$ cat src/rtl/core/clcd_pkg.sv
package clcd_pkg;

  // Request kinds carried on the input tuser
  localparam logic [1:0] ModeCommand = 2'd0;
  localparam logic [1:0] ModeChar    = 2'd1;
  localparam logic [1:0] ModeStartup = 2'd2;
  localparam logic [1:0] ModeUnused  = 2'd3;

  // Configuration register indexes
  localparam logic [2:0] RegEnablePulse = 3'd0;
  localparam logic [2:0] RegGap         = 3'd1;
  localparam logic [2:0] RegPowerUp     = 3'd2;
  localparam logic [2:0] RegClearWait   = 3'd3;
  localparam logic [2:0] RegFuncSetWait = 3'd4;
  localparam logic [2:0] RegDispOnWait  = 3'd5;

  localparam int unsigned CycW  = 20;
  localparam int unsigned StepW = 5;

  // Highest phase index of the start-up run
  localparam logic [StepW-1:0] LastStep = 5'd18;

  // Reset values of the configuration registers
  localparam logic [CycW-1:0] EnablePulseRst = 20'd16000;
  localparam logic [CycW-1:0] GapRst         = 20'd1;
  localparam logic [CycW-1:0] PowerUpRst     = 20'd560000;
  localparam logic [CycW-1:0] ClearWaitRst   = 20'd32000;
  localparam logic [CycW-1:0] FuncSetWaitRst = 20'd720000;
  localparam logic [CycW-1:0] DispOnWaitRst  = 20'd720;

  // Start-up nibble and command bytes
  localparam logic [3:0] InitNibble   = 4'b0010;
  localparam logic [7:0] CmdFuncSet   = 8'b0010_1000;
  localparam logic [7:0] CmdDisplayOn = 8'b0000_1111;
  localparam logic [7:0] CmdClear     = 8'b0000_0001;
  localparam logic [7:0] CmdEntryMode = 8'b0000_0110;

  typedef enum logic [1:0] {
    ST_IDLE,
    ST_BUILD,
    ST_SEND
  } ctrl_state_e;

  // Controller to datapath
  typedef struct packed {
    logic             take_req;
    logic             build;
    logic [StepW-1:0] step;
  } ctrl_cmd_t;

  // Datapath to controller
  typedef struct packed {
    logic req_ok;
    logic last;
  } dp_status_t;

endpackage

$ cat src/rtl/core/clcd_ctrl.sv
module clcd_ctrl (
  input  logic                clk_i,
  input  logic                rst_ni,
  input  logic                in_valid_i,
  output logic                in_ready_o,
  output logic                out_valid_o,
  input  logic                out_ready_i,
  output clcd_pkg::ctrl_cmd_t cmd_o,
  input  clcd_pkg::dp_status_t status_i
);
  import clcd_pkg::*;

  ctrl_state_e      state_q, state_d;
  logic [StepW-1:0] step_q, step_d;

  always_ff @(posedge clk_i or negedge rst_ni) begin
    if (!rst_ni) begin
      state_q <= ST_IDLE;
      step_q  <= '0;
    end else begin
      state_q <= state_d;
      step_q  <= step_d;
    end
  end

  always_comb begin
    state_d      = state_q;
    step_d       = step_q;
    in_ready_o   = 1'b0;
    out_valid_o  = 1'b0;
    cmd_o        = '0;
    cmd_o.step   = step_q;
    case (state_q)
      ST_IDLE: begin
        in_ready_o = 1'b1;
        if (in_valid_i) begin
          cmd_o.take_req = 1'b1;
          step_d         = '0;
          // drop the unused request kind without a transfer on the output
          if (status_i.req_ok) begin
            state_d = ST_BUILD;
          end
        end
      end
      ST_BUILD: begin
        cmd_o.build = 1'b1;
        state_d     = ST_SEND;
      end
      ST_SEND: begin
        out_valid_o = 1'b1;
        if (out_ready_i) begin
          if (status_i.last) begin
            state_d = ST_IDLE;
          end else begin
            step_d  = step_q + 1'b1;
            state_d = ST_BUILD;
          end
        end
      end
      default: begin
        state_d = ST_IDLE;
      end
    endcase
  end

  a_step_range: assert property (@(posedge clk_i) disable iff (!rst_ni)
    step_q <= LastStep)
    else $error("phase index beyond start-up run");

  a_stall_hold: assert property (@(posedge clk_i) disable iff (!rst_ni)
    (state_q == ST_SEND && !out_ready_i) |=> (state_q == ST_SEND && $stable(step_q)))
    else $error("phase lost under output stall");

  a_build_then_send: assert property (@(posedge clk_i) disable iff (!rst_ni)
    (state_q == ST_BUILD) |=> (state_q == ST_SEND))
    else $error("built phase not offered");

  a_no_overlap: assert property (@(posedge clk_i) disable iff (!rst_ni)
    !(in_ready_o && out_valid_o))
    else $error("request taken while a phase is pending");

endmodule

$ cat src/rtl/core/clcd_dpath.sv
module clcd_dpath (
  input  logic                       clk_i,
  input  logic                       rst_ni,
  input  logic                       cfg_valid_i,
  input  logic [2:0]                 cfg_index_i,
  input  logic [clcd_pkg::CycW-1:0]  cfg_data_i,
  input  logic [1:0]                 in_mode_i,
  input  logic [7:0]                 in_byte_i,
  input  clcd_pkg::ctrl_cmd_t        cmd_i,
  output clcd_pkg::dp_status_t       status_o,
  output logic                       rs_o,
  output logic                       rw_o,
  output logic                       en_o,
  output logic [3:0]                 nibble_o,
  output logic [clcd_pkg::CycW-1:0]  hold_o,
  output logic                       last_o
);
  import clcd_pkg::*;

  logic [CycW-1:0] pulse_q, gap_q, pwr_q, clr_q, fset_q, don_q;
  logic [1:0]      mode_q;
  logic [7:0]      byte_q;
  logic            rs_q, en_q, last_q;
  logic [3:0]      nib_q;
  logic [CycW-1:0] hold_q;

  // Configuration registers
  always_ff @(posedge clk_i or negedge rst_ni) begin
    if (!rst_ni) begin
      pulse_q <= EnablePulseRst;
      gap_q   <= GapRst;
      pwr_q   <= PowerUpRst;
      clr_q   <= ClearWaitRst;
      fset_q  <= FuncSetWaitRst;
      don_q   <= DispOnWaitRst;
    end else if (cfg_valid_i) begin
      case (cfg_index_i)
        RegEnablePulse: pulse_q <= cfg_data_i;
        RegGap:         gap_q   <= cfg_data_i;
        RegPowerUp:     pwr_q   <= cfg_data_i;
        RegClearWait:   clr_q   <= cfg_data_i;
        RegFuncSetWait: fset_q  <= cfg_data_i;
        RegDispOnWait:  don_q   <= cfg_data_i;
        default: ;
      endcase
    end
  end

  logic [CycW-1:0] pulse_len;
  logic [3:0]      sub_idx;
  logic [1:0]      sub;
  logic [1:0]      bsel;
  logic [7:0]      cur_byte;
  logic [CycW-1:0] final_hold;
  logic            byte_last;
  logic            rs_d, en_d, last_d;
  logic [3:0]      nib_d;
  logic [CycW-1:0] hold_d;

  assign pulse_len = (pulse_q == '0) ? CycW'(1) : pulse_q;

  always_comb begin
    // start-up bytes begin at phase three
    sub_idx    = 4'(cmd_i.step - StepW'(3));
    bsel       = sub_idx[3:2];
    sub        = (mode_q == ModeStartup) ? sub_idx[1:0] : cmd_i.step[1:0];
    cur_byte   = byte_q;
    final_hold = gap_q;
    byte_last  = 1'b1;
    if (mode_q == ModeStartup) begin
      byte_last = (bsel == 2'd3);
      case (bsel)
        2'd0: begin
          cur_byte   = CmdFuncSet;
          final_hold = fset_q;
        end
        2'd1: begin
          cur_byte   = CmdDisplayOn;
          final_hold = don_q;
        end
        2'd2: begin
          cur_byte   = CmdClear;
          final_hold = clr_q;
        end
        default: begin
          cur_byte   = CmdEntryMode;
          final_hold = gap_q;
        end
      endcase
    end else if (mode_q == ModeCommand && byte_q == CmdClear) begin
      final_hold = clr_q;
    end

    rs_d   = (mode_q == ModeChar);
    en_d   = 1'b0;
    nib_d  = cur_byte[7:4];
    hold_d = gap_q;
    last_d = 1'b0;
    case (sub)
      2'd0: begin
        en_d   = 1'b1;
        hold_d = pulse_len;
      end
      2'd1: ;
      2'd2: begin
        en_d   = 1'b1;
        nib_d  = cur_byte[3:0];
        hold_d = pulse_len;
      end
      default: begin
        nib_d  = cur_byte[3:0];
        hold_d = final_hold;
        last_d = byte_last;
      end
    endcase

    // power-up wait and the lone init nibble ahead of the start-up bytes
    if (mode_q == ModeStartup && cmd_i.step < StepW'(3)) begin
      last_d = 1'b0;
      case (cmd_i.step[1:0])
        2'd0: begin
          en_d   = 1'b0;
          nib_d  = 4'h0;
          hold_d = pwr_q;
        end
        2'd1: begin
          en_d   = 1'b1;
          nib_d  = InitNibble;
          hold_d = pulse_len;
        end
        default: begin
          en_d   = 1'b0;
          nib_d  = InitNibble;
          hold_d = gap_q;
        end
      endcase
    end
  end

  always_ff @(posedge clk_i) begin
    if (cmd_i.take_req) begin
      mode_q <= in_mode_i;
      byte_q <= in_byte_i;
    end
    if (cmd_i.build) begin
      rs_q   <= rs_d;
      en_q   <= en_d;
      nib_q  <= nib_d;
      hold_q <= hold_d;
      last_q <= last_d;
    end
  end

  assign status_o.req_ok = (in_mode_i != ModeUnused);
  assign status_o.last   = last_q;

  assign rs_o     = rs_q;
  assign rw_o     = 1'b0;
  assign en_o     = en_q;
  assign nibble_o = nib_q;
  assign hold_o   = hold_q;
  assign last_o   = last_q;

endmodule

$ cat src/rtl/core/char_lcd_nibble_write_sequencer_unit.sv
// Character LCD 4-bit write sequencer.
// Input stream: tuser carries the request kind (command byte, character
// byte, start-up run; the fourth code is taken and dropped), tdata the byte.
// Output stream: one transfer per pin phase, giving RS, RW, EN, the D7..D4
// nibble and the hold time in clock cycles; tlast marks the request's final
// phase. A byte yields four phases, the start-up run nineteen.
// Configuration: write channel with a 3-bit register index and 20-bit data,
// always ready; indexes beyond the six timing registers are ignored. Write
// only while no request is in progress.
// Timing: each phase is formed in a build state, registered, and then offered
// in a send state; a new request is taken only once the previous run's last
// phase has been transferred. The phase sequencer and its single output
// register set this pacing.
// Reset clears the sequencer and loads the timing registers with their
// defaults. While the receiver stalls the offered phase holds unchanged.
module char_lcd_nibble_write_sequencer_unit (
  input  logic                      clk_i,
  input  logic                      rst_ni,
  input  logic                      cfg_valid_i,
  output logic                      cfg_ready_o,
  input  logic [2:0]                cfg_index_i,
  input  logic [clcd_pkg::CycW-1:0] cfg_data_i,
  input  logic                      s_axis_tvalid,
  output logic                      s_axis_tready,
  input  logic [7:0]                s_axis_tdata,  // [7:0] byte_value
  input  logic [1:0]                s_axis_tuser,  // [1:0] mode
  output logic                      m_axis_tvalid,
  input  logic                      m_axis_tready,
  // [0] reg_select, [1] read_write, [2] enable_line, [6:3] data_nibble,
  // [26:7] hold_cycles, [31:27] zero
  output logic [31:0]               m_axis_tdata,
  output logic                      m_axis_tlast   // last_phase
);
  import clcd_pkg::*;

  ctrl_cmd_t       cmd;
  dp_status_t      status;
  logic            rs, rw, en, last;
  logic [3:0]      nibble;
  logic [CycW-1:0] hold;

  clcd_ctrl u_ctrl (
    .clk_i       (clk_i),
    .rst_ni      (rst_ni),
    .in_valid_i  (s_axis_tvalid),
    .in_ready_o  (s_axis_tready),
    .out_valid_o (m_axis_tvalid),
    .out_ready_i (m_axis_tready),
    .cmd_o       (cmd),
    .status_i    (status)
  );

  clcd_dpath u_dpath (
    .clk_i       (clk_i),
    .rst_ni      (rst_ni),
    .cfg_valid_i (cfg_valid_i),
    .cfg_index_i (cfg_index_i),
    .cfg_data_i  (cfg_data_i),
    .in_mode_i   (s_axis_tuser),
    .in_byte_i   (s_axis_tdata),
    .cmd_i       (cmd),
    .status_o    (status),
    .rs_o        (rs),
    .rw_o        (rw),
    .en_o        (en),
    .nibble_o    (nibble),
    .hold_o      (hold),
    .last_o      (last)
  );

  assign cfg_ready_o  = 1'b1;
  assign m_axis_tdata = {5'b0, hold, nibble, en, rw, rs};
  assign m_axis_tlast = last;

endmodule

$ cat config.mk
export PLATFORM = sky130hd
export DESIGN_NAME = char_lcd_nibble_write_sequencer_unit
export DESIGN_NICKNAME = d
export VERILOG_FILES = /design/src/rtl/core/clcd_pkg.sv /design/src/rtl/core/clcd_ctrl.sv /design/src/rtl/core/clcd_dpath.sv /design/src/rtl/core/char_lcd_nibble_write_sequencer_unit.sv
export SDC_FILE = /design/constraint.sdc
export NUM_CORES = 1
export LEC_CHECK = 0
export BUFFER_PORTS_ARGS = -buffer_cell sky130_fd_sc_hd__buf_4
export CORE_MARGIN = 2
export CORE_UTILIZATION = 35
export DETAILED_ROUTE_END_ITERATION = 10
export HOLD_SLACK_MARGIN = 0.15
export SKIP_LAST_GASP = 1
export SLEW_MARGIN = 40
export SYNTH_ARGS = -nofsm -noshare
export SYNTH_HDL_FRONTEND = slang
export SYNTH_HIERARCHICAL = 1
export SYNTH_SLANG_ARGS = --single-unit
$ cat constraint.sdc
create_clock -name clk_i -period 7.35 [get_ports clk_i]
set_clock_uncertainty 0.15 [all_clocks]
set_input_delay 1.1025 -clock clk_i [delete_from_list [all_inputs] [get_ports clk_i]]
set_output_delay 1.1025 -clock clk_i [all_outputs]
set_load 0.01 [all_outputs]
## Yosys cells after proc, flatten, opt, wreduce, memory -nomap -nowiden

Index checks and enable logic that the tools add are counted.

| storage, ports and cells | value |
|---|---|
| bits of input ports | 38 |
| RAM bits | 0 |
| memories | 0 |
| flip-flop bits (word level) | 164 |
| latch bits | 0 |
| logic and storage cells | 91 |
| ROM bits | 0 |

| cells by class | value |
|---|---|
| $mul | 0 |
| divide/modulo/power cells | 0 |
| add/sub/neg operators | 2 |
| mux-type cells | 31 |
| shift operators | 0 |
| magnitude comparators | 1 |
| equal/unequal tests | 21 |
| bitwise operators | 0 |
| reduce and logical (&&, ||, !) cells | 21 |

Operators with widths:

| cell | number |
|---|---|
| 2-to-1 mux 20 bit | 4 |
| one-hot mux 20 bit (2 select lines) | 2 |
| one-hot mux 20 bit (3 select lines) | 1 |
| zero test 20 bit | 1 |
| one-hot mux 6 bit (3 select lines) | 1 |
| 2-to-1 mux 5 bit | 3 |
| AND reduction 2 bit | 6 |
| == test 2 x 1 -> 1 bit, second input constant | 5 |
| == test 2 bit, second input constant | 5 |
| zero test 2 bit | 5 |
| 2-to-1 mux 1 bit | 10 |
| 2-to-1 mux 2 bit | 5 |
| inequality test 2 bit, second input constant | 5 |
| one-hot mux 5 bit (2 select lines) | 1 |
| == test 8 x 1 -> 1 bit, second input constant | 1 |
| 2-to-1 mux 4 bit | 2 |
| 2-to-1 mux 8 bit | 1 |
| == test 3 x 2 -> 1 bit, second input constant | 2 |
| == test 3 bit, second input constant | 2 |
| one-hot mux 2 bit (3 select lines) | 1 |
| adder 5 x 1 -> 5 bit, second input constant | 1 |
| < comparator 5 x 2 -> 1 bit, second input constant | 1 |
| AND reduction 4 bit | 1 |
| OR reduction 2 bit | 2 |
| other kinds (7) | 8 |

## Depth between registers and ports, before layout

| logic depth | value |
|---|---|
| depth in word-level cells | 6 |
| mapped depth | 11 |

## Modules after synthesis

The synthesis kept the hierarchy.

By module, submodules not included:

| module | cells each | times used | area each (um2) |
|---|---|---|---|
| clcd_dpath | 600 | 1 | 7,702.4 |
| clcd_ctrl | 43 | 1 | 431.7 |
| char_lcd_nibble_write_sequencer_unit | 11 | 1 | 75.1 |

## Worst setup path before layout

Ideal clock, no wire load.

| path | value |
|---|---|
| path kind | register to register |
| from | register u_ctrl.step_q[1] |
| to | register u_dpath.hold_q[4], in the netlist u_dpath/hold_o[4], data pin |
| buffers on the path | 2 |
| slack | 4.668 ns |
| setup time | 0.259 ns |
| data arrival time | 2.273 ns |
| cell stages (with the launch flop) | 12 |
| cells stage by stage | dfrtp_1 > buf_2 > a21oi_1 > xor2_1 > inv_1 > ha_1 > clkbuf_1 > a222oi_1 > mux2i_1 > o21ai_0 > a21oi_1 > a2bb2oi_1 |

| on the way | value |
|---|---|
| word-level cells in the longest chain between the ends | 6 |

Ends and longest elaborated chain:

| element | RTL line | source |
|---|---|---|
| start, declared | clcd_ctrl.sv:14 | `logic [StepW-1:0] step_q, step_d;` |
| start signal, assigned | clcd_ctrl.sv:22 | `step_q <= step_d;` |
| subtractor 4 x 2 -> 4 bit | clcd_dpath.sv:64 | `sub_idx = 4'(cmd_i.step - StepW'(3));` |
| == test 2 bit (tied with other cells) | clcd_dpath.sv:72 | `case (bsel)` |
| one-hot mux 20 bit (3 select lines) (tied with other cells) | clcd_dpath.sv:72 |  |
| 2-to-1 mux 20 bit / OR reduction 2 bit (equally long branches) | - |  |
| one-hot mux 20 bit (2 select lines) | clcd_dpath.sv:99 | `case (sub)` |
| 2-to-1 mux 20 bit * | clcd_dpath.sv:118 | `if (mode_q == ModeStartup && cmd_i.step < StepW'(3)) begin` |
| via u_dpath.hold_d[4] | clcd_dpath.sv:58 | `logic [CycW-1:0] hold_d;` |
| end signal, assigned | clcd_dpath.sv:149 | `hold_q <= hold_d;` |
| end, declared | clcd_dpath.sv:25 | `logic [CycW-1:0] hold_q;` |

The timed path passes the listed nets; every way through them passes the cells marked *.
A chain may end at the register's enable or synchronous reset.

## Final worst setup path

| path | value |
|---|---|
| from | register u_ctrl.step_q[1] |
| to | register u_dpath.hold_q[18], in the netlist u_dpath/hold_o[18], data pin |

The elaborated chain is that of the path after synthesis.

==> out/qor.yml <==
grt_start_max_net_pins: 80
grt_pass1_vias: 5584
core_mm2: 0.0233
cts.sinks: 164
r2r_end: "u_dpath/hold_o[18]$_DFFE_PP_"
p_clk_share_pct: 27.1
fmax_mhz: 332
ant_nets: 0
clk_latency_ns: 0.43
switchingPower_mw: 1.05
cp_cell_sequence: "a21oi_1 -> xor2_1 -> inv_1 -> ha_2 -> a222oi_1 -> mux2i_1 -> o21ai_0 -> a21oi_1 -> a2bb2oi_1"
clockBufferDepth: 2
synthArstFlopShare_pct: 77.4
worstPathRequired_ns: 7.38
routed_via_density: 5.54
powerDensity_mw_per_mm2: 335
worstHoldPathCells: 1
fin_cells: 1034
ys_ff_latch: 164
cts_resized: 0
drt_first_pass_iters: 5
seq_area_frac_synth_pct: 52.7
crit_top_cell: "a21oi_1"
n_antenna_cell: 0
r2r-start: "u_ctrl/step_q[1]$_DFFE_PN0P_"
hold_class: "flop to flop"
drt-initial-drc-count: 501
dp_hpwl_mm: 12.8
slowest_delay_ns: 0.53
max-slew-margin-rel_pct: 44.7
dpl_cell_area_mm2: 0.00901
slew_viol_final: 0
clk_pin_slew_ns: 0.06
power_frac_comb_pct: 29.7
cts_tree: "built"
grt_pass1_wl_mm: 33.8
fin_setup_tns_ns: 0
final_area_mm2: 0.00963
dieArea_mm2: 0.0247
overflow: 0
cp_max_fo: 22
grt_antenna_before_repair: 0
r2r_slack_ns: 4.33
max-vdd-ir-drop_v: 0.000123
row_count: 56
cts_root_buffer: "clkbuf_16"
finalSetupViolCount: 0
power.leakage_nw: 3.96
slowest_stage: "dfrtp_1"
grtUsageTotal_pct: 18.2
post-route-period-util_pct: 41.0
drc: 0
internal-power_mw: 2.17
yosysWarningCount: 6
worstMarginPinSlew_ns: 0.830
finalNetCount: 749
wl_per_cell_um: 21.2
synth_cell_types: 54
die_y_um: 157
sw_frac_of_total_pct: 32.6
seq_power_share_pct: 43.2
crit_start: "u_ctrl/step_q[1]$_DFFE_PN0P_"
critPathArrivalTime_ns: 3.04
grt_setup_unrepaired: "no"
synth_edf_count: 37
htree_levels: 4
run_status: "finished clean"
ff2ff_path_depth: 9
start_util_pct: 35.3
synth_ff_type: "dfrtp_1"
cp-start-kind: "flop"
ios: 74
endpoint_kind: "flop"
avgSynthCellArea_um2: 12.6
numCtsBuffers: 17
worstHoldStart: "u_dpath/don_q[2]$_DFFE_PN0P_"
cts-hold-fix-buffers: 0
areaGrowthSynthToFinish_pct: 17.3
numPortBuffers: 66
cts_setup_buffers: 0
max_cap_violations: 0
fin_util_pct: 41.4
gp_congestion: 0.785
hold-path-endpoint: "u_dpath/don_q[2]$_DFFE_PN0P_"
fp.dieW_um: 157
crit_type: "flop to flop"
drive_gt1_share_pct: 41.5
num_vias: 5728
syn_area_mm2: 0.00821
finalHoldViolCount: 0
drt-total-wl_mm: 21.9
dpl.cell_count: 1001
period_needed_ns: 3.02
synthCells: 654
## power groups by stage
stage                     Sequential, mW  Combinational (mW)  Clock, mW
after floorplan                     1.36               0.636          0
after global placement              1.41               0.919          0
after detailed placement            1.40               0.945          0
after CTS                           1.39               0.950      0.894
after global routing                1.42                1.04      0.936
final                               1.39               0.958      0.875
## cell usage after synthesis, drive strengths merged (12+ instances only)
master / number / share of area, %
a222oi: 20 / 2.4
dfstp: 32 / 10
mux2i: 20 / 2.4
o21ai: 37 / 2.3
mux2: 133 / 18
clkbuf: 19 / 0.87
buf: 42 / 3.1
o22ai: 13 / 1.2
a211oi: 12 / 1.1
a221oi: 12 / 1.3
edfxtp: 37 / 14
a22o: 19 / 2.0
nor2: 21 / 0.96
a21oi: 24 / 1.5
nand2: 23 / 1.1
dfrtp: 95 / 29
inv: 19 / 0.87
## cells in the final DEF, fill, tap and decap left out, drive strengths merged, types with 21 or more instances in the layout
cell type	Yosys	final
buf	42	86
edfxtp	37	37
a21oi	24	24
inv	19	23
mux2	133	133
dfstp	32	32
nor2	21	21
clkbuf	19	22
o21ai	37	37
nand2	23	23
dfrtp	95	95
## flip-flops by register name, indices dropped and copies added, names as in the netlist
signal,cells
u_dpath/last_o,1
u_dpath/clr_q,20
u_dpath/don_q,20
u_dpath/hold_o,20
u_dpath/pwr_q,20
u_dpath/mode_q,2
u_dpath/byte_q,8
u_dpath/pulse_q,20
u_dpath/nibble_o,4
u_dpath/fset_q,20
u_dpath/en_o,1
u_ctrl/state_q,2
u_dpath/gap_q,20
u_dpath/rs_o,1
u_ctrl/step_q,5
## final cells by class
| type | instances | area [um2] |
|---|---|---|
| fill | 2229 | 13600 |
| sequential | 164 | 4330 |
| multi-input combinational | 414 | 3560 |
| timing repair buffer | 86 | 684 |
| clock buffer | 22 | 485 |
| tap | 319 | 399 |
| clock inverter | 10 | 92.6 |
| inverter | 19 | 71.3 |
## per-layer routing
layer  share of wire, %  track usage, %  wire length [um]  vias up
met5                  0               0                 0        -
met4                1.2            4.85               267        0
met3                5.8            3.72              1270       23
met2                 47            29.0             10200      219
met1                 46            25.3             10100     2915
li1                   -               -                 -     2571
## worst max-delay path: cells and delay by family (launching register included)
kind | cells | cell delay, ns
multiplexers | 1 | 0.11
flip-flops | 1 | 0.53
adder cells (fa/ha/maj) | 1 | 0.41
buffers and inverters | 1 | 0.13
XOR/XNOR | 1 | 0.30
AO/OA/AOI/OAI | 5 | 1.14
## logic make-up after synthesis
| group | after synthesis | synth area share (%) |
|---|---|---|
| AO/OA/AOI/OAI | 161 | 14.4 |
| multiplexers | 153 | 20.7 |
| flip-flops | 164 | 52.7 |
| buffers and inverters | 80 | 4.88 |
| other | 3 | 0.137 |
| XOR/XNOR | 4 | 0.427 |
| AND/OR/NAND/NOR | 80 | 5.32 |
| adder cells (fa/ha/maj) | 9 | 1.37 |
## worst max-delay path by stage
stage | cells after the start | slack (ns) | to
2_1_floorplan | 11 | 4.67 | u_dpath/hold_o[4]$_DFFE_PP_
3_3_place_gp | 8 | 4.24 | u_dpath/hold_o[0]$_DFFE_PP_
3_5_place_dp | 9 | 4.41 | u_dpath/hold_o[18]$_DFFE_PP_
4_1_cts | 9 | 4.38 | u_dpath/hold_o[18]$_DFFE_PP_
5_1_grt | 9 | 4.06 | u_dpath/hold_o[14]$_DFFE_PP_
6_report | 9 | 4.33 | u_dpath/hold_o[18]$_DFFE_PP_
## metrics by stage
stage / setup WS [ns] / power [mW] / hold slack, ns
2_1_floorplan: 4.67 / 1.99 / 0.329
3_3_place_gp: 4.24 / 2.32 / 0.341
4_1_cts: 4.38 / 3.23 / 0.360
6_report: 4.33 / 3.22 / 0.360
3_5_place_dp: 4.41 / 2.35 / 0.344
5_1_grt: 4.06 / 3.40 / 0.377
No activity file was read; power rests on OpenSTA's default activity.
